`src/rtl/core/assert_macros.svh`:
```
// ----------------------------------------------------------------------------
// assert_macros
// Assertion helpers shared by the RTL.
// ----------------------------------------------------------------------------
`ifndef ASSERT_MACROS_SVH
`define ASSERT_MACROS_SVH

// Checked on every clock edge outside reset.
`define ASSERT_CLK(lbl, prop, msg) \
    lbl: assert property (@(posedge i_clk) disable iff (!i_rst_n) (prop)) else $error(msg);

// Checked on every clock edge, reset included.
`define ASSERT_ALWAYS(lbl, prop, msg) \
    lbl: assert property (@(posedge i_clk) (prop)) else $error(msg);

`endif

```
`src/rtl/core/crcfp_pkg.sv`:
```
// ----------------------------------------------------------------------------
// crcfp_pkg
// Types, constants and the CRC-16/MODBUS byte step for the frame parser.
// ----------------------------------------------------------------------------
package crcfp_pkg;

    localparam logic [15:0] CRC_POLY   = 16'hA001;
    localparam logic [15:0] CRC_INIT   = 16'hFFFF;
    localparam int          HDR_BYTES  = 7;
    localparam int          MIN_FRAME  = 9;
    localparam int          LEN_W      = 7;
    localparam int          K_W        = 7;

    localparam logic [K_W-1:0] K_START0 = 7'd0;
    localparam logic [K_W-1:0] K_START1 = 7'd1;
    localparam logic [K_W-1:0] K_CMD    = 7'd2;
    localparam logic [K_W-1:0] K_SEQ_LO = 7'd3;
    localparam logic [K_W-1:0] K_SEQ_HI = 7'd4;
    localparam logic [K_W-1:0] K_LEN_LO = 7'd5;
    localparam logic [K_W-1:0] K_LEN_HI = 7'd6;

    localparam logic REQ_PUSH = 1'b0;
    localparam logic REQ_POP  = 1'b1;

    localparam logic ADDR_START_FIRST  = 1'b0;
    localparam logic ADDR_START_SECOND = 1'b1;

    typedef struct packed {
        logic       is_pop;
        logic [7:0] rx_byte;
    } t_cmd;

    typedef struct packed {
        logic             frame_found;
        logic [7:0]       cmd_code;
        logic [15:0]      seq_number;
        logic [LEN_W-1:0] payload_length;
        logic [7:0]       payload_byte;
        logic             byte_valid;
        logic             last;
        logic [31:0]      crc_error_total;
        logic [31:0]      length_error_total;
    } t_result;

    typedef enum logic [2:0] {
        S_IDLE,
        S_CHECK,
        S_FETCH,
        S_USE,
        S_SFETCH,
        S_SUSE,
        S_NOFRAME,
        S_EMPTYF
    } t_eng_state;

    function automatic logic [15:0] crc_byte(input logic [15:0] crc, input logic [7:0] b);
        logic [15:0] c;
        c = crc ^ {8'h00, b};
        for (int i = 0; i < 8; i++) begin
            if (c[0]) begin
                c = (c >> 1) ^ CRC_POLY;
            end else begin
                c = c >> 1;
            end
        end
        return c;
    endfunction

endpackage

```
`src/rtl/core/crc16_frame_parser_resync_unit.sv`:
```
// ----------------------------------------------------------------------------
// crc16_frame_parser_resync_unit
// Byte store with CRC-16/MODBUS frame scan and resynchronization.
// ----------------------------------------------------------------------------
// Usage:
//   Input queue (push/full): req_type 0 stores rx_byte, req_type 1 asks for
//   the next frame. Up to four requests wait in a command queue.
//   Result queue (empty/pop): results of a pop, oldest first; last marks the
//   final result of that pop. A two-entry result queue decouples the reader.
// Timing:
//   A push is carried out as soon as it reaches the engine.
//   A pop reads the store one byte at a time (address, then
//   registered read data), both while it scans for a frame and while
//   it streams the payload bytes.
// Reset:
//   Clears the store fill, head and both error counters; start bytes return
//   to 0xAA / 0x55. No clearing pass: unread store entries are never read.
// Stalls:
//   While the result queue is full the engine holds; commands keep queuing
//   until the command queue fills, then full is raised.
// ----------------------------------------------------------------------------
`include "assert_macros.svh"

module crc16_frame_parser_resync_unit #(
    parameter int MAX_PAYLOAD = 64,
    parameter int BUF_DEPTH   = 128
) (
    input  logic        i_clk,
    input  logic        i_rst_n,
    input  logic        push,
    output logic        full,
    input  logic        i_req_type,
    input  logic [7:0]  i_rx_byte,
    output logic        empty,
    input  logic        pop,
    output logic        o_frame_found,
    output logic [7:0]  o_cmd_code,
    output logic [15:0] o_seq_number,
    output logic [6:0]  o_payload_length,
    output logic [7:0]  o_payload_byte,
    output logic        o_byte_valid,
    output logic        o_last,
    output logic [31:0] o_crc_error_total,
    output logic [31:0] o_length_error_total,
    input  logic        psel,
    input  logic        penable,
    input  logic        pwrite,
    input  logic [2:0]  paddr,
    input  logic [31:0] pwdata,
    output logic [31:0] prdata,
    output logic        pready
);
    localparam int CMD_W = $bits(crcfp_pkg::t_cmd);
    localparam int RES_W = $bits(crcfp_pkg::t_result);

    logic [7:0] r_start_first, r_start_second;
    crcfp_pkg::t_cmd    w_cmd_in, w_cmd_out;
    crcfp_pkg::t_result w_res_in, w_res_out;
    logic w_cmd_empty, w_cmd_ready, w_res_push, w_res_full;
    logic w_nf_res, w_byte_res;

    assign pready = 1'b1;
    assign prdata = (paddr[2] == crcfp_pkg::ADDR_START_SECOND) ?
                    {24'h0, r_start_second} : {24'h0, r_start_first};

    always_ff @(posedge i_clk) begin
        if (!i_rst_n) begin
            r_start_first  <= 8'hAA;
            r_start_second <= 8'h55;
        end else if (psel && penable && pwrite && pready) begin
            if (paddr[2] == crcfp_pkg::ADDR_START_FIRST) begin
                r_start_first <= pwdata[7:0];
            end else begin
                r_start_second <= pwdata[7:0];
            end
        end
    end

    assign w_cmd_in.is_pop  = i_req_type;
    assign w_cmd_in.rx_byte = i_rx_byte;

    crcfp_fifo #(.WIDTH(CMD_W), .DEPTH(4)) u_cmd_q (
        .i_clk   (i_clk),
        .i_rst_n (i_rst_n),
        .i_push  (push),
        .i_data  (w_cmd_in),
        .o_full  (full),
        .i_pop   (w_cmd_ready),
        .o_data  (w_cmd_out),
        .o_empty (w_cmd_empty)
    );

    crcfp_engine #(.MAX_PAYLOAD(MAX_PAYLOAD), .BUF_DEPTH(BUF_DEPTH)) u_engine (
        .i_clk          (i_clk),
        .i_rst_n        (i_rst_n),
        .i_cmd_valid    (!w_cmd_empty),
        .i_cmd          (w_cmd_out),
        .o_cmd_ready    (w_cmd_ready),
        .o_res_push     (w_res_push),
        .o_res          (w_res_in),
        .i_res_full     (w_res_full),
        .i_start_first  (r_start_first),
        .i_start_second (r_start_second)
    );

    crcfp_fifo #(.WIDTH(RES_W), .DEPTH(2)) u_res_q (
        .i_clk   (i_clk),
        .i_rst_n (i_rst_n),
        .i_push  (w_res_push),
        .i_data  (w_res_in),
        .o_full  (w_res_full),
        .i_pop   (pop),
        .o_data  (w_res_out),
        .o_empty (empty)
    );

    assign o_frame_found        = w_res_out.frame_found;
    assign o_cmd_code           = w_res_out.cmd_code;
    assign o_seq_number         = w_res_out.seq_number;
    assign o_payload_length     = w_res_out.payload_length;
    assign o_payload_byte       = w_res_out.payload_byte;
    assign o_byte_valid         = w_res_out.byte_valid;
    assign o_last               = w_res_out.last;
    assign o_crc_error_total    = w_res_out.crc_error_total;
    assign o_length_error_total = w_res_out.length_error_total;

    assign w_nf_res   = !empty && !o_frame_found;
    assign w_byte_res = !empty && o_byte_valid;

    `ASSERT_CLK(a_noframe_shape, w_nf_res |-> (o_last && !o_byte_valid), "bad no-frame result")
    `ASSERT_CLK(a_valid_byte_shape, w_byte_res |-> (o_frame_found && o_payload_length != 7'd0), "stray byte")
    `ASSERT_CLK(a_res_no_overflow, w_res_push |-> !w_res_full, "result queue overflow")
endmodule

```
`src/rtl/core/crcfp_fifo.sv`:
```
// ----------------------------------------------------------------------------
// crcfp_fifo
// Small register FIFO used for the command queue and the result queue.
// ----------------------------------------------------------------------------
module crcfp_fifo #(
    parameter int WIDTH = 9,
    parameter int DEPTH = 4
) (
    input  logic             i_clk,
    input  logic             i_rst_n,
    input  logic             i_push,
    input  logic [WIDTH-1:0] i_data,
    output logic             o_full,
    input  logic             i_pop,
    output logic [WIDTH-1:0] o_data,
    output logic             o_empty
);
    localparam int PW = (DEPTH > 1) ? $clog2(DEPTH) : 1;
    localparam int CW = $clog2(DEPTH + 1);

    logic [WIDTH-1:0] r_mem [DEPTH];
    logic [PW-1:0]    r_wr, r_rd;
    logic [CW-1:0]    r_cnt;
    logic             w_push, w_pop;

    assign o_full  = (r_cnt == CW'(DEPTH));
    assign o_empty = (r_cnt == '0);
    assign w_push  = i_push && !o_full;
    assign w_pop   = i_pop && !o_empty;
    assign o_data  = r_mem[r_rd];

    always_ff @(posedge i_clk) begin
        if (w_push) begin
            r_mem[r_wr] <= i_data;
        end
    end

    always_ff @(posedge i_clk) begin
        if (!i_rst_n) begin
            r_wr  <= '0;
            r_rd  <= '0;
            r_cnt <= '0;
        end else begin
            if (w_push) begin
                r_wr <= (r_wr == PW'(DEPTH - 1)) ? '0 : r_wr + 1'b1;
            end
            if (w_pop) begin
                r_rd <= (r_rd == PW'(DEPTH - 1)) ? '0 : r_rd + 1'b1;
            end
            if (w_push && !w_pop) begin
                r_cnt <= r_cnt + 1'b1;
            end else if (w_pop && !w_push) begin
                r_cnt <= r_cnt - 1'b1;
            end
        end
    end
endmodule

```
`src/rtl/core/crcfp_engine.sv`:
```
// ----------------------------------------------------------------------------
// crcfp_engine
// Back end: byte store, frame scan with CRC check, payload streaming.
// ----------------------------------------------------------------------------
module crcfp_engine #(
    parameter int MAX_PAYLOAD = 64,
    parameter int BUF_DEPTH   = 128
) (
    input  logic              i_clk,
    input  logic              i_rst_n,
    input  logic              i_cmd_valid,
    input  crcfp_pkg::t_cmd   i_cmd,
    output logic              o_cmd_ready,
    output logic              o_res_push,
    output crcfp_pkg::t_result o_res,
    input  logic              i_res_full,
    input  logic [7:0]        i_start_first,
    input  logic [7:0]        i_start_second
);
    localparam int AW = $clog2(BUF_DEPTH);
    localparam int FW = $clog2(BUF_DEPTH + 1);
    localparam int KW = crcfp_pkg::K_W;

    crcfp_pkg::t_eng_state r_state, n_state;

    logic [7:0]  r_mem [BUF_DEPTH];
    logic [7:0]  r_rdata;
    logic        mem_we, mem_re;
    logic [AW-1:0] mem_waddr, mem_raddr;
    logic [7:0]  mem_wdata;

    logic [AW-1:0] r_head, n_head;
    logic [FW-1:0] r_fill, n_fill;
    logic [KW-1:0] r_k, n_k;
    logic [15:0] r_crc, n_crc;
    logic [7:0]  r_cmd, n_cmd;
    logic [15:0] r_seq, n_seq;
    logic [crcfp_pkg::LEN_W-1:0] r_len, n_len;
    logic [7:0]  r_len_lo, n_len_lo;
    logic [7:0]  r_got_lo, n_got_lo;
    logic [31:0] r_crc_cnt, n_crc_cnt;
    logic [31:0] r_len_cnt, n_len_cnt;

    logic [15:0] w_len_full;
    logic        w_oversize, w_short, w_crc_ok, w_stream_last, w_len_zero;
    logic [FW:0] w_need, w_total;
    logic [15:0] w_crc_next;
    logic [KW-1:0] w_k_got_lo, w_k_got_hi, w_k_pay_end;

    function automatic logic [AW-1:0] slot(input logic [AW-1:0] head, input logic [AW:0] off);
        logic [AW:0] s;
        s = {1'b0, head} + off;
        if (s >= (AW+1)'(BUF_DEPTH)) begin
            s = s - (AW+1)'(BUF_DEPTH);
        end
        return s[AW-1:0];
    endfunction

    assign w_len_full  = {r_rdata, r_len_lo};
    assign w_oversize  = (w_len_full > 16'(MAX_PAYLOAD));
    assign w_need      = (FW+1)'(crcfp_pkg::MIN_FRAME) + (FW+1)'(w_len_full[6:0]);
    assign w_short     = ({1'b0, r_fill} < w_need);
    assign w_crc_next  = crcfp_pkg::crc_byte(r_crc, r_rdata);
    assign w_crc_ok    = ({r_rdata, r_got_lo} == r_crc);
    assign w_k_pay_end = KW'(crcfp_pkg::HDR_BYTES) + KW'(r_len);
    assign w_k_got_lo  = w_k_pay_end;
    assign w_k_got_hi  = w_k_pay_end + 1'b1;
    assign w_stream_last = (r_k == w_k_pay_end - 1'b1);
    assign w_len_zero  = (r_len == '0);
    assign w_total     = (FW+1)'(crcfp_pkg::MIN_FRAME) + (FW+1)'(r_len);

    // byte store: one write port, one registered read port
    always_ff @(posedge i_clk) begin
        if (mem_we) begin
            r_mem[mem_waddr] <= mem_wdata;
        end
        if (mem_re) begin
            r_rdata <= r_mem[mem_raddr];
        end
    end

    always_comb begin
        n_state = r_state;
        case (r_state)
            crcfp_pkg::S_IDLE: begin
                if (i_cmd_valid && i_cmd.is_pop == crcfp_pkg::REQ_POP) begin
                    n_state = crcfp_pkg::S_CHECK;
                end
            end
            crcfp_pkg::S_CHECK: begin
                n_state = (r_fill < FW'(crcfp_pkg::MIN_FRAME)) ?
                          crcfp_pkg::S_NOFRAME : crcfp_pkg::S_FETCH;
            end
            crcfp_pkg::S_FETCH: n_state = crcfp_pkg::S_USE;
            crcfp_pkg::S_USE: begin
                if (r_k == crcfp_pkg::K_START0) begin
                    n_state = (r_rdata != i_start_first) ? crcfp_pkg::S_CHECK
                                                         : crcfp_pkg::S_FETCH;
                end else if (r_k == crcfp_pkg::K_START1) begin
                    n_state = (r_rdata != i_start_second) ? crcfp_pkg::S_CHECK
                                                          : crcfp_pkg::S_FETCH;
                end else if (r_k == crcfp_pkg::K_LEN_HI) begin
                    if (w_oversize) begin
                        n_state = crcfp_pkg::S_CHECK;
                    end else if (w_short) begin
                        n_state = crcfp_pkg::S_NOFRAME;
                    end else begin
                        n_state = crcfp_pkg::S_FETCH;
                    end
                end else if (r_k < crcfp_pkg::K_LEN_HI) begin
                    n_state = crcfp_pkg::S_FETCH;
                end else if (r_k == w_k_got_hi) begin
                    if (!w_crc_ok) begin
                        n_state = crcfp_pkg::S_CHECK;
                    end else if (w_len_zero) begin
                        n_state = crcfp_pkg::S_EMPTYF;
                    end else begin
                        n_state = crcfp_pkg::S_SFETCH;
                    end
                end else begin
                    n_state = crcfp_pkg::S_FETCH;
                end
            end
            crcfp_pkg::S_SFETCH: n_state = crcfp_pkg::S_SUSE;
            crcfp_pkg::S_SUSE: begin
                if (!i_res_full) begin
                    n_state = w_stream_last ? crcfp_pkg::S_IDLE : crcfp_pkg::S_SFETCH;
                end
            end
            crcfp_pkg::S_NOFRAME, crcfp_pkg::S_EMPTYF: begin
                if (!i_res_full) begin
                    n_state = crcfp_pkg::S_IDLE;
                end
            end
            default: n_state = crcfp_pkg::S_IDLE;
        endcase
    end

    always_comb begin
        n_head    = r_head;
        n_fill    = r_fill;
        n_k       = r_k;
        n_crc     = r_crc;
        n_cmd     = r_cmd;
        n_seq     = r_seq;
        n_len     = r_len;
        n_len_lo  = r_len_lo;
        n_got_lo  = r_got_lo;
        n_crc_cnt = r_crc_cnt;
        n_len_cnt = r_len_cnt;
        mem_we    = 1'b0;
        mem_waddr = slot(r_head, (AW+1)'(r_fill));
        mem_wdata = i_cmd.rx_byte;
        mem_re    = 1'b0;
        mem_raddr = slot(r_head, (AW+1)'(r_k));
        o_cmd_ready = 1'b0;
        o_res_push  = 1'b0;
        o_res       = '0;
        o_res.crc_error_total    = r_crc_cnt;
        o_res.length_error_total = r_len_cnt;
        o_res.last  = 1'b1;

        case (r_state)
            crcfp_pkg::S_IDLE: begin
                o_cmd_ready = 1'b1;
                if (i_cmd_valid && i_cmd.is_pop == crcfp_pkg::REQ_PUSH) begin
                    mem_we = 1'b1;
                    if (r_fill == FW'(BUF_DEPTH)) begin
                        // full: overwrite the oldest byte
                        mem_waddr = r_head;
                        n_head    = slot(r_head, (AW+1)'(1));
                    end else begin
                        n_fill = r_fill + 1'b1;
                    end
                end
            end
            crcfp_pkg::S_CHECK: begin
                n_k   = crcfp_pkg::K_START0;
                n_crc = crcfp_pkg::CRC_INIT;
            end
            crcfp_pkg::S_FETCH, crcfp_pkg::S_SFETCH: begin
                mem_re = 1'b1;
            end
            crcfp_pkg::S_USE: begin
                n_k = r_k + 1'b1;
                if (r_k == crcfp_pkg::K_START0 || r_k == crcfp_pkg::K_START1) begin
                    if ((r_k == crcfp_pkg::K_START0 && r_rdata != i_start_first) ||
                        (r_k == crcfp_pkg::K_START1 && r_rdata != i_start_second)) begin
                        n_head = slot(r_head, (AW+1)'(1));
                        n_fill = r_fill - 1'b1;
                    end
                end else if (r_k <= crcfp_pkg::K_LEN_HI) begin
                    n_crc = w_crc_next;
                    if (r_k == crcfp_pkg::K_CMD) begin
                        n_cmd = r_rdata;
                    end else if (r_k == crcfp_pkg::K_SEQ_LO) begin
                        n_seq[7:0] = r_rdata;
                    end else if (r_k == crcfp_pkg::K_SEQ_HI) begin
                        n_seq[15:8] = r_rdata;
                    end else if (r_k == crcfp_pkg::K_LEN_LO) begin
                        n_len_lo = r_rdata;
                    end else begin
                        n_len = w_len_full[crcfp_pkg::LEN_W-1:0];
                        if (w_oversize) begin
                            n_len_cnt = r_len_cnt + 1'b1;
                            n_head    = slot(r_head, (AW+1)'(1));
                            n_fill    = r_fill - 1'b1;
                        end
                    end
                end else if (r_k < w_k_got_lo) begin
                    n_crc = w_crc_next;
                end else if (r_k == w_k_got_lo) begin
                    n_got_lo = r_rdata;
                end else begin
                    if (!w_crc_ok) begin
                        n_crc_cnt = r_crc_cnt + 1'b1;
                        n_head    = slot(r_head, (AW+1)'(1));
                        n_fill    = r_fill - 1'b1;
                    end else begin
                        n_k = KW'(crcfp_pkg::HDR_BYTES);
                    end
                end
            end
            crcfp_pkg::S_SUSE, crcfp_pkg::S_EMPTYF: begin
                o_res.frame_found    = 1'b1;
                o_res.cmd_code       = r_cmd;
                o_res.seq_number     = r_seq;
                o_res.payload_length = r_len;
                if (r_state == crcfp_pkg::S_SUSE) begin
                    o_res.payload_byte = r_rdata;
                    o_res.byte_valid   = 1'b1;
                    o_res.last         = w_stream_last;
                end
                if (!i_res_full) begin
                    o_res_push = 1'b1;
                    n_k        = r_k + 1'b1;
                    if (o_res.last) begin
                        // remove the whole frame
                        if ({1'b0, r_fill} == w_total) begin
                            n_fill = '0;
                        end else begin
                            n_head = slot(r_head, w_total[AW:0]);
                            n_fill = r_fill - w_total[FW-1:0];
                        end
                    end
                end
            end
            crcfp_pkg::S_NOFRAME: begin
                o_res_push = !i_res_full;
            end
            default: begin
            end
        endcase
    end

    always_ff @(posedge i_clk) begin
        if (!i_rst_n) begin
            r_state   <= crcfp_pkg::S_IDLE;
            r_head    <= '0;
            r_fill    <= '0;
            r_crc_cnt <= '0;
            r_len_cnt <= '0;
        end else begin
            r_state   <= n_state;
            r_head    <= n_head;
            r_fill    <= n_fill;
            r_crc_cnt <= n_crc_cnt;
            r_len_cnt <= n_len_cnt;
        end
    end

    always_ff @(posedge i_clk) begin
        r_k      <= n_k;
        r_crc    <= n_crc;
        r_cmd    <= n_cmd;
        r_seq    <= n_seq;
        r_len    <= n_len;
        r_len_lo <= n_len_lo;
        r_got_lo <= n_got_lo;
    end
endmodule
```
`config.mk`:
```
export PLATFORM = sky130hd
export DESIGN_NAME = crc16_frame_parser_resync_unit
export DESIGN_NICKNAME = d
export VERILOG_FILES = /design/src/rtl/core/crcfp_pkg.sv /design/src/rtl/core/crc16_frame_parser_resync_unit.sv /design/src/rtl/core/crcfp_fifo.sv /design/src/rtl/core/crcfp_engine.sv
export VERILOG_INCLUDE_DIRS = /design/src /design/src/rtl/core
export SDC_FILE = /design/constraint.sdc
export NUM_CORES = 2
export LEC_CHECK = 0
export BUFFER_PORTS_ARGS = -buffer_cell sky130_fd_sc_hd__buf_2
export CAP_MARGIN = 20
export CELL_PAD_IN_SITES_DETAIL_PLACEMENT = 0
export CELL_PAD_IN_SITES_GLOBAL_PLACEMENT = 1
export CORE_MARGIN = 10
export CORE_UTILIZATION = 55
export CTS_CLUSTER_SIZE = 24
export DETAILED_ROUTE_END_ITERATION = 10
export PLACE_DENSITY_LB_ADDON = 0.1
export SLEW_MARGIN = 20
export SYNTH_ARGS = -nofsm -noshare
export SYNTH_HDL_FRONTEND = slang
export SYNTH_SLANG_ARGS = --single-unit
```
`constraint.sdc`:
```
create_clock -name i_clk -period 16.5 [get_ports i_clk]
set_input_delay 0.825 -clock i_clk [delete_from_list [all_inputs] [get_ports i_clk]]
set_output_delay 0.825 -clock i_clk [all_outputs]
set_load 0.05 [all_outputs]
```
# Word level (Yosys, flattened, before mapping)
# Memory sizes are Yosys's and may differ from the RTL's. A register that Yosys moved wholly into a read port is not among the register bits.
# Index checks and enable logic that the tools add are counted.
# Widths: inputs -> output; s select.
[totals]
memories = 3
ram_bits = 1272
reg_bits = 179
wordCells = 283
[op_classes]
magnitude_cmp = 10
n_addsub = 27
eq_ne = 45
n_reduce_logical = 52
mux = 105
n_bitwise = 20
[memory_table]
columns = ["name", "words", "width", "rd", "rd_ports_with_merged_regs", "write_ports", "line", "rtl"]
rows = [
  ["u_engine.r_mem", 128, 8, 1, 1, 1, "crcfp_engine.sv:26", "logic [7:0] r_mem [BUF_DEPTH];"],
  ["u_res_q.r_mem", 2, 106, 1, 1, 1, "crcfp_fifo.sv:21", "logic [WIDTH-1:0] r_mem [DEPTH];"],
  ["u_cmd_q.r_mem", 4, 9, 1, 1, 1, "crcfp_fifo.sv:21", ""],
]
[ops]
columns = ["cell", "count"]
rows = [
  ["$mux 7", 29],
  ["$mux 16", 11],
  ["$mux 8", 17],
  ["$add 32x1->32 const B", 2],
  ["$mux 3", 15],
  ["$mux 42", 1],
  ["$pmux 7 s3", 2],
  ["$sub 7x1->7 const B", 5],
  ["$ge 8x8->1 const B", 4],
  ["$pmux 16 s2", 1],
  ["$not 2->3", 8],
  ["$pmux 8 s3", 1],
  ["$eq 7x3->1 const B", 3],
  ["$eq 7x7->1", 3],
  ["$pmux 3 s7", 1],
  ["$mux 10", 2],
  ["$mux 2", 9],
  ["$add 4x7->8 const A", 2],
  ["$add 7x8->8", 2],
  ["$eq 16x16->1", 1],
  ["$gt 16x7->1 const B", 1],
  ["$ne 4x3->1 const B", 4],
  ["$ne 8x8->1", 2],
  ["$xor 16x8->16", 1],
  ["52 further kinds", 132],
]

# Depth between registers and ports, before layout
[logic_depth]
word_depth = 21
ltp_mapped = 16
ltp_nobuf = 14

# Hierarchy
# A second synthesis with hierarchy kept.
[unflattened]
cells_unflattened = 3376
hier_area_um2 = 60739.5
[modules_own_cells]
columns = ["module", "seq_area_each_um2", "cells_per_inst", "instances", "area_per_inst_um2"]
rows = [
  ["crcfp_engine", 34733.3, 2815, 1, 49930.4],
  ["crcfp_fifo at u_res_q", 6466.2, 355, 1, 8041.5],
  ["crcfp_fifo at u_cmd_q", 1261.2, 98, 1, 1773.0],
  ["crc16_frame_parser_resync_unit", 320.3, 108, 1, 994.7],
]

# Worst setup path after synthesis
# No wires, ideal clock.
[synth_path]
path_type = "register to register"
from = "register u_engine.r_state[1]"
to = "memory u_res_q.r_mem[0][0] (netlist bit), enable pin"
period_less_slack_ns = 5.964
slack_ns = 10.536
n_path_buf = 1
t_required_ns = 15.928
setup_ns = 0.572
arrival_time_ns = 5.391
path_stages_with_launch = 6
cell_sequence = "dfxtp_1 -> clkbuf_1 -> nor2_1 -> nor2_1 -> nand2_1 -> nor2_1"
[synth_between]
elab_chain_len = 6
word_cells_on_any_way = 8
classes_between = "3 x eq/ne; 3 x mux; 2 x reduce/logical"
[synth_lines]
columns = ["item", "line", "rtl"]
rows = [
  ["start, declared", "crcfp_engine.sv:24", "crcfp_pkg::t_eng_state r_state, n_state;"],
  ["start signal, assigned", "crcfp_engine.sv:258", "r_state <= crcfp_pkg::S_IDLE;"],
  ["start signal, assigned", "crcfp_engine.sv:264", "r_state <= n_state;"],
  ["$eq 3x3->1", "crcfp_engine.sv:163", "case (r_state)"],
  ["$reduce_or 2->1", "--", ""],
  ["$pmux 1 s2 *", "crcfp_engine.sv:163", ""],
  ["$logic_and 1x1->1 *", "crcfp_fifo.sv:28", "assign w_push = i_push && !o_full;"],
  ["$mux 1 *", "crcfp_fifo.sv:33", "if (w_push) begin"],
  ["$mux 1 (not written as such) *", "crcfp_fifo.sv:34", "r_mem[r_wr] <= i_data;"],
  ["end, declared", "crcfp_fifo.sv:21", ""],
]
# Mark *: on every way between the ends. The rest lies on a longest branch, timed or not.

# Worst setup path after layout
[layout_path]
from = "register u_engine.r_k[1]"
to = "register u_engine.r_rdata[7] (read register of u_engine.r_mem), data pin"
[layout_between]
elab_chain_len = 3
word_cells_on_any_way = 4
classes_between = "2 x add/sub; 1 x order compare; 1 x mux"
[layout_lines]
columns = ["item", "line", "rtl"]
rows = [
  ["start, declared", "crcfp_engine.sv:34", "logic [KW-1:0] r_k, n_k;"],
  ["start signal, assigned", "crcfp_engine.sv:273", "r_k <= n_k;"],
  ["$add 7x7->8 *", "crcfp_engine.sv:52", "s = {1'b0, head} + off;"],
  ["$sub 7x1->7 or $ge 8x8->1 (tied branches)", "crcfp_engine.sv:54, crcfp_engine.sv:53", ""],
  ["$mux 7 *", "crcfp_engine.sv:53", "if (s >= (AW+1)'(BUF_DEPTH)) begin"],
  ["end, declared", "crcfp_engine.sv:27", "logic [7:0] r_rdata;"],
]
# Marked as above.
# A chain may end at the register's enable or synchronous reset.

==> key figures <==
Status
  • Status: completed

STA
  • Final Cycle Share: around 32%
  • Slew margin rel.: 27.8%
  • Final hold viol count: 0
  • Min cycle time layout: 5350 ps
  • Hold Worst Slack: about 270 ps
  • Actual slew at the worst max-slew pin: about 1100 ps
  • TNS Setup: 0 ps
  • Final Max Slew Viols: 0
  • Final Setup Violations: 0
  • Worst Skew: about 25 ps
  • RSZ-0062 raised after global routing: false
  • Fmax: between 0.15 and 0.2 GHz

Critical path
  • Crit start category: flop
  • Worst EP required: 16,940 ps
  • Worst r2r src: u_engine.r_k[1]
  • CP max FO: between 100 and 150
  • Depth of the most critical reg-to-reg path: 9
  • Crit-path slowest cell: fa_4
  • Critical path class: flop to flop
  • Critical path's largest stage delay: 1170 ps
  • Crit Reg-Reg Endpoint: u_engine.r_rdata[7]
  • Worst R2R Setup Slack: roughly 11,000 ps
  • CP Cell Sequence: fa_4 > buf_12 > buf_4 > mux4_2 > mux4_2 > nand2_1 > nand2_1 > o21ai_0 > o21ai_0
  • CP arrival: 5790 ps
  • Crit. Startpoint: u_engine.r_k[1]
  • CP endpoint kind: flop
  • Worst setup endpoint: u_engine.r_rdata[7]

Floorplanning
  • Die Ht: roughly 350 um
  • Die W: approximately 350 um
  • CORE AREA: 0.109 mm2
  • # IOs: around 190
  • Std-Cell Rows: about 120
  • Die ar.: 0.123 mm2
  • Starting Density: a little under three fifths

Power and ir drop
  • PD cells: around 170 mW/mm2
  • Worst VDD drop: around 220 uV
  • Sw Share: between 30% and 40%
  • Net switching power: about 3.6 mW
  • Clk pwr share: 29.5%
  • Combinational fraction of design power: between 20% and 30%
  • Internal power: around 7.9 mW
  • Sequential power share: about two fifths
  • Pleak: about 22 nW

Synth
  • Async SR Flop Fraction: 0%
  • Yosys warnings: 0
  • Synthesized flop and latch total: approximately 1,500
  • Post-synth EDFFs: approximately 1,400
  • Cells after synthesis: 3,350
  • Synthesized area: around 0.06 mm2
  • Mapped Avg Cell Area: 17.9 um2
  • Distinct cell type count after synthesis: 76
  • Sequential element share of the synthesized area: between 70% and 80%
  • Main synth FF type: edfxtp_1

Global route
  • Met1 Use GR: between 20% and 30%
  • Total gr overflow: 0
  • Met2 GRT Util: 36.1%
  • Gr usage total: between 20% and 30%
  • GRT busiest layer: met2
  • Largest net degree at the start of global routing: between 100 and 150
  • Number of global-route vias before repair: ~31,000
  • Grt met3 use: a little over 4%
  • First-pass GRT wire length: 201,000 um
  • Initial antenna violation count: 0

Clocking
  • H-tree lvl count: 4
  • Root Driver: clkbuf_16
  • CTS Buf Count: 149
  • Hold-fix buffers, CTS: 0
  • CTS resizes: 0
  • CTS tree: yes
  • Clk Latency, worst-skew pair: between 700 and 800 ps
  • Post-CTS setup buffers: 0
  • Clock sink count: 1,462
  • Max clock buf depth: 3
  • Clock slew at reported path FFs: about 60 ps

Placed design
  • Placement Cell Area: ~0.062 mm2
  • Gpl congestion: ~0.85
  • Placed cells: around 4,800
  • Port Buffers: 140
  • HPWL after DPL: approximately 81,000 um

Final layout
  • Inserted Diodes: 0
  • Commonest non-fill, non-tap cells in the layout: edfxtp_1 (1,350), mux4_2 (321), nor2_1 (250)
  • Nets@finish: 3,639
  • Commonest non-fill, non-tap cell in the layout: edfxtp_1
  • Finished Layout Cells: about 5,100
  • Post-layout utilization of the core: between 60% and 70%
  • Cell area after layout: between 0.06 and 0.07 mm2
  • Area Growth Syn to Fin: 12.0%
  • Share of post-route cells with drive strength above 1: between 20% and 30%

Worst hold path
  • Hold Crit Class: primary input to flop

Run
  • Max Cap Viol: 0

Routing
  • Pre-antenna DRT Iters: 5
  • Via total after detailed routing: 30,500
  • # DRC: 0
  • Vias/cell: about 6
  • Final WL: 133,000 um
  • DRT antenna net count: 0
  • Per-cell routed wire length: approximately 26 um
  • Starting DRT DRC Count: roughly 2,500
[flip-flops by register name (all words and copies together), names as in the netlist, 2 cells and up, named ones only]
name,count
u_engine.r_len_lo,8
u_cmd_q.r_wr,2
u_engine.r_k,7
u_engine.r_rdata,8
u_res_q.r_mem,212
u_cmd_q.r_mem,36
u_res_q.r_cnt,2
u_engine.r_mem,1024
u_engine.r_len,7
u_engine.r_fill,8
u_cmd_q.r_cnt,3
r_start_second,8
u_cmd_q.r_rd,2
u_engine.r_seq,16
u_engine.r_got_lo,8
u_engine.r_state,3
r_start_first,8
u_engine.r_len_cnt,32
u_engine.r_head,7
u_engine.r_crc_cnt,32
u_engine.r_crc,16
u_engine.r_cmd,8
[worst min-delay path by stage]
stage / endpoint / slack, ps / startpoint / cells after the start
2_1_floorplan: u_res_q.r_mem[0][31] / 450 / u_engine.r_len_cnt[31] / 0
3_3_place_gp: u_res_q.r_mem[0][52] / 470 / u_engine.r_crc_cnt[20] / 0
3_5_place_dp: u_res_q.r_mem[0][31] / 470 / u_engine.r_len_cnt[31] / 0
4_1_cts: u_cmd_q.r_mem[2][8] / 230 / i_req_type / 1
5_1_grt: u_cmd_q.r_mem[2][8] / 260 / i_req_type / 1
6_report: u_cmd_q.r_mem[2][8] / 270 / i_req_type / 1
[cell families (layout without fill, tap and decap cells)]
group / count (synthesis) / in the layout / share of synthesized area, %
buf+inv: 233 / 504 / 1.65
other cells: 2 / 25 / 0.0125
flops: 1462 / 1462 / 71.4
simple gates: 746 / 746 / 5.78
compound gates: 198 / 198 / 2.19
xor+xnor: 176 / 176 / 2.63
mux: 463 / 463 / 14.9
fa+ha+maj: 70 / 70 / 1.54
[synth_stat cells (14+ instances only)]
| library cell | instances | area [um2] |
|---|---|---|
| a21o_1 | 16 | 120 |
| a21oi_1 | 41 | 205 |
| and2_1 | 29 | 181 |
| and3_1 | 39 | 244 |
| buf_1 | 22 | 82.6 |
| buf_4 | 25 | 188 |
| clkbuf_1 | 133 | 499 |
| dfxtp_1 | 112 | 2240 |
| edfxtp_1 | 1350 | 40500 |
| ha_1 | 64 | 801 |
| inv_1 | 45 | 169 |
| mux2_2 | 115 | 1290 |
| mux2i_1 | 18 | 180 |
| mux4_2 | 329 | 7410 |
| nand2_1 | 206 | 773 |
| nand2b_1 | 14 | 87.6 |
| nand3_1 | 71 | 355 |
| nand4_1 | 24 | 150 |
| nor2_1 | 251 | 942 |
| nor2b_1 | 20 | 125 |
| nor3_1 | 31 | 155 |
| o211ai_1 | 18 | 135 |
| o21ai_0 | 50 | 250 |
| or3_1 | 21 | 131 |
| xnor2_1 | 119 | 1040 |
| xor2_1 | 54 | 473 |
[cell type report]
class	instances	area (um2)
Multi-Input combinational cell	1678	16400
Inverter	48	180
Clock buffer	189	4040
Tap cell	1414	1770
Clock inverter	88	898
Fill cell	7637	41400
Timing Repair Buffer	179	1070
Sequential cell	1462	42800
[metal layers]
metal	share of wire, %	vias up
li1	-	13500
met1	41	15700
met2	50	1077
met3	7.3	188
met4	2.2	0
met5	0	-
[worst max-delay path: cells and delay by family, from the launching register on]
kind / cells / cell delay (ps)
AOI/OAI and AO/OA: 2 / 710
adders and majority gates: 1 / 1170
buffers and inverters: 2 / 1320
DFF: 1 / 590
muxes: 2 / 910
and+or+nand+nor: 2 / 180
[power by group through the flow]
stage          Clock (mW)  Combinational [mW]  Sequential [mW]
3_3_place_gp            0                3.30             4.77
5_1_grt              3.58                3.60             4.70
3_5_place_dp            0                3.38             4.77
2_1_floorplan           0                2.41             4.68
6_report             3.37                3.36             4.69
4_1_cts              3.43                3.39             4.69
[through the flow]
step           total power [mW]  setup WS (ps)
5_1_grt                    11.9          10900
3_5_place_dp               8.16          11120
2_1_floorplan              7.09          10540
3_3_place_gp               8.07          11200
6_report                   11.4          11150
4_1_cts                    11.5          11090
Note: power is estimated with default switching activity, not from simulation.
